==> src/rtl/core/assert_macros.svh <==
// Assertion helpers for the RTL.
`ifndef ASSERT_MACROS_SVH
`define ASSERT_MACROS_SVH
`ifndef SYNTHESIS
// Property checked at every clock edge outside reset.
`define ASSERT_CLK(label, clk, rst, prop, msg) \
   label: assert property (@(posedge clk) disable iff (rst) prop) else $error(msg);
// Property checked at every clock edge, reset included.
`define ASSERT_ALWAYS(label, clk, prop, msg) \
   label: assert property (@(posedge clk) prop) else $error(msg);
`else
`define ASSERT_CLK(label, clk, rst, prop, msg)
`define ASSERT_ALWAYS(label, clk, prop, msg)
`endif
`endif

==> src/rtl/core/cmoc_divider.sv <==
`timescale 1ns / 1ps
module cmoc_divider #(
   parameter int NUM_W = 34,
   parameter int DEN_W = 26,
   parameter int QUO_W = 13
) (
   input  logic             clock,
   input  logic [NUM_W-1:0] num,
   input  logic [DEN_W-1:0] den,
   output logic [QUO_W-1:0] quotient,
   output logic             saturated
);
   localparam int REM_W = (NUM_W > DEN_W + QUO_W) ? NUM_W : DEN_W + QUO_W;

   logic [REM_W-1:0] rem_ff [QUO_W];
   logic [DEN_W-1:0] den_ff [QUO_W];
   logic [QUO_W-1:0] quo_ff [QUO_W+1];
   logic             sat_ff [QUO_W+1];

   // First stage flags quotients that do not fit in QUO_W bits.
   always_ff @(posedge clock) begin
      rem_ff[0] <= REM_W'(num);
      den_ff[0] <= den;
      quo_ff[0] <= '0;
      sat_ff[0] <= REM_W'(num) >= (REM_W'(den) << QUO_W);
   end

   // One restoring step per stage, most significant quotient bit first.
   for (genvar k = 1; k <= QUO_W; k++) begin : g_step
      logic [REM_W-1:0] trial;
      logic             take;

      assign trial = REM_W'(den_ff[k-1]) << (QUO_W - k);
      assign take  = rem_ff[k-1] >= trial;

      always_ff @(posedge clock) begin
         quo_ff[k] <= quo_ff[k-1] | (take ? (QUO_W'(1) << (QUO_W - k)) : QUO_W'(0));
         sat_ff[k] <= sat_ff[k-1];
      end

      if (k < QUO_W) begin : g_carry
         always_ff @(posedge clock) begin
            rem_ff[k] <= take ? rem_ff[k-1] - trial : rem_ff[k-1];
            den_ff[k] <= den_ff[k-1];
         end
      end
   end

   assign quotient  = quo_ff[QUO_W];
   assign saturated = sat_ff[QUO_W];

endmodule

==> config.mk <==
export PLATFORM = sky130hd
export DESIGN_NAME = cmoc_divider
export DESIGN_NICKNAME = d
export VERILOG_FILES = /design/src/rtl/core/assert_macros.svh /design/src/rtl/core/cmoc_divider.sv
export SDC_FILE = /design/constraint.sdc
export NUM_CORES = 2
export LEC_CHECK = 0
export BUFFER_PORTS_ARGS = -buffer_cell sky130_fd_sc_hd__buf_2
export CAP_MARGIN = 20
export CORE_MARGIN = 1.5
export CORE_UTILIZATION = 30
export DETAILED_ROUTE_END_ITERATION = 8
export HOLD_SLACK_MARGIN = 0.15
export PLACE_DENSITY = 0.5
export SLEW_MARGIN = 20
export SYNTH_ARGS = -nofsm -noshare
export SYNTH_HDL_FRONTEND = slang
export SYNTH_SLANG_ARGS = --single-unit
==> constraint.sdc <==
create_clock -name clock -period 3.6 [get_ports clock]
set_input_delay 1.08 -clock clock [delete_from_list [all_inputs] [get_ports clock]]
set_output_delay 1.08 -clock clock [all_outputs]
set_load 0.01 [all_outputs]
==> results.py <==
metrics = {
    "yosys": {
        "synthDistinctLibCells": 93,
        "syn_inst": 4575,
        "syn_avg_cell_area_sq_um": 9.36,
        "synth_top_cell_by_area": "dfxtp_1",
        "yosysWarnings": 0,
        "yosys-top-cells-count": "dfxtp_1, inv_1, a21oi_1, ha_1, nor2_1",
        "syn-cell-area_sq_um": 42800,
        "yosysSeqAreaShare": 0.442,
        "ys_async_sr_fraction": 0,
        "synth_top_area_frac": 0.442,
        "yosysMostFrequentCell": "dfxtp_1",
        "synth_area_leaders": "dfxtp_1, ha_1, a21oi_1",
        "synth_edf_count": 0,
        "ys.flop_type": "dfxtp_1",
        "syn_nets": 5003,
        "ys_ff_latch": 945,
    },
    "cts": {
        "cts_sinks": 945,
        "numCtsBuffers": 102,
        "clkTransAtPathRegs_ns": 0.06,
        "post_cts_buffers": 0,
        "root_buffer": "clkbuf_16",
        "cts_buffer_depth": 3,
        "insertion_delay_ns": 0.72,
        "cts_tree": "yes",
        "ctsResizeCount": 0,
        "ctsHoldBuffers": 0,
        "htree_levels": 3,
    },
    "worst_setup_path": {
        "critPathMaxFanout": 16,
        "arrival_ns": 4.01,
        "crit_type": "reg2reg",
        "end_kind": "register",
        "start_kind": "register",
        "crit_start": "rem_ff[2][46]",
        "cp_data_required_time_ns": 4.20,
        "worstReg2RegStart": "rem_ff[2][46]",
    },
    "sta": {
        "max_slew_margin": 0.452,
        "fin_setup_tns_ns": 0,
        "fin_crit_ns": 3.41,
        "rsz0062_at_grt": "no",
        "hold-worst-slack_ns": 0.323,
        "post-route-period-util": 0.948,
        "hold_viol_final": 0,
        "setup_viol": 0,
        "finalMaxSlewViolations": 0,
        "timing.fmax_ghz": 0.293,
        "worstMarginPinSlew_ns": 0.815,
        "finalClockSkew_ns": 0.0337,
    },
    "power": {
        "clockPowerShare": 0.263,
        "p_seq_frac": 0.341,
        "p_int_mw": 27.6,
        "p_sw_mw": 15.4,
        "p_per_area_nw_per_um2": 868,
        "max-vdd-ir-drop_mv": 0.406,
        "p_leak_nw": 22.2,
        "p_sw_frac": 0.358,
        "power_frac_comb": 0.396,
    },
    "cells_and_area": {
        "syn2layout_area_growth_pct": 15.6,
        "drive_gt1_frac": 0.102,
        "num-nets-final": 5147,
        "fin_util": 0.350,
        "diodes": 0,
        "num-fill-cells": 14420,
    },
    "route": {
        "routedWlPerCell_um": 15.0,
        "drt_wl_total_um": 100000,
        "ant_nets": 0,
        "num_vias": 30880,
        "drt_iter0_drc": 1136,
        "vias_per_cell": 4.61,
        "drc_errors": 0,
        "drtPass1Iterations": 5,
    },
    "place": {
        "io_buffers": 74,
        "routabilityCongestion": 0.876,
        "hpwlAfterDp_um": 79900,
    },
    "global_routing": {
        "grt_pass1_vias": 31687,
        "grt_pass1_wl_um": 161000,
        "grt_usage": 0.137,
        "grt_max_degree": 53,
        "gr-total-overflow": 0,
        "grt_antenna_before_repair": 0,
    },
    "min_path": {
        "hp-start": "quo_ff[0][86]",
        "hold_path_class": "reg2reg",
    },
    "floorplan": {
        "row_count": 138,
        "initial_core_util": 0.302,
        "dieWidth_um": 381,
        "core_area_sq_um": 142000,
        "io_pins": 75,
        "dieArea_sq_um": 145000,
        "fp.dieH_um": 381,
    },
    "flow_run": {
        "maxCapViolCount": 0,
    },
    "status": {
        "status": "finished clean",
    },
}
==> layer usage <==
metal	wire (um)	GRT usage	vias up
met3	2890	0.0223	254
met5	0	0	-
met1	42800	0.151	13945
met2	48800	0.246	494
met4	5850	0.0778	0
li1	-	-	16187
==> cell families after synthesis <==
logic type,Yosys count,share of synthesized area
buffers and inverters,557,0.0513
xor gates and xnor gates,321,0.0657
muxes,120,0.0312
AOI/OAI and AO/OA,1136,0.170
adders and majority gates,367,0.109
DFF,945,0.442
and+or+nand+nor,1129,0.130
==> metrics by stage <==
stage / total power [mW] / instances / area [sq um] / worst slack, ns
6_report: 42.9 / 6695 / 49500 / 0.189
5_1_grt: 46.1 / 6695 / 49500 / 0.00789
4_1_cts: 43.4 / 6695 / 49500 / 0.107
3_5_place_dp: 31.8 / 6505 / 45800 / 0.152
3_3_place_gp: 31.8 / 6505 / 45800 / 0.170
2_1_floorplan: 27.4 / 4575 / 42800 / 0.498
==> critical path, stage by stage (launching register included) <==
cell       delay [ns]
dfxtp_1          0.31
inv_1            0.05
ha_1             0.16
inv_1            0.05
fa_1             0.41
a211oi_1         0.30
o31ai_2          0.15
o311ai_2         0.35
o31a_1           0.20
o211ai_1         0.16
a211oi_2         0.38
o2bb2ai_4        0.30
buf_4            0.23
a21oi_1          0.04
a21o_1           0.17
==> cell usage in the layout (no fill, tap or decap), types with 39 or more instances in the layout <==
cell type / n
nor3_1: 73
inv_1: 445
buf_2: 74
a21o_1: 168
clkbuf_16: 103
nand2_1: 297
dfxtp_1: 945
o21ai_0: 225
buf_4: 68
nor4_1: 39
nor2_1: 305
a21oi_1: 371
nand4_1: 49
xor2_1: 130
ha_1: 355
nand3_1: 82
xnor2_1: 191
nand2b_1: 53
mux2_2: 108
o21a_1: 64
nor2b_1: 53
==> layout make-up <==
type / instances / area [sq um] / area share
repair buffers: 151 / 1060 / 0.0214
multi-input cells: 3073 / 21800 / 0.440
inverters: 446 / 1670 / 0.0338
clock buffers: 136 / 2920 / 0.0590
flip-flops and latches: 945 / 18900 / 0.382
well taps: 1890 / 2360 / 0.0478
clock inverters: 54 / 800 / 0.0162
==> state kept, by name (all words and copies together), names as in the netlist <==
register,count
rem_ff,502
sat_ff,14
den_ff,338
quo_ff,91
==> worst paths after layout <==
path	end	slack, ns	cells past startpoint
max	rem_ff[3][25]	0.19	14
min	quo_ff[0][99]	0.32	0
max reg2reg	rem_ff[3][25]	0.19	14
min reg2reg	quo_ff[0][99]	0.32	0
==> power groups by stage <==
stage / clock network, mW / registers, mW / logic (mW)
final: 11.3 / 14.6 / 17.0
after floorplan: 0 / 14.2 / 13.2
after detailed placement: 0 / 14.9 / 16.9
after global routing: 12.1 / 14.9 / 19.1
after global placement: 0 / 14.9 / 16.9
after CTS: 11.7 / 14.6 / 17.0
Power figures use the tool's default switching activity.
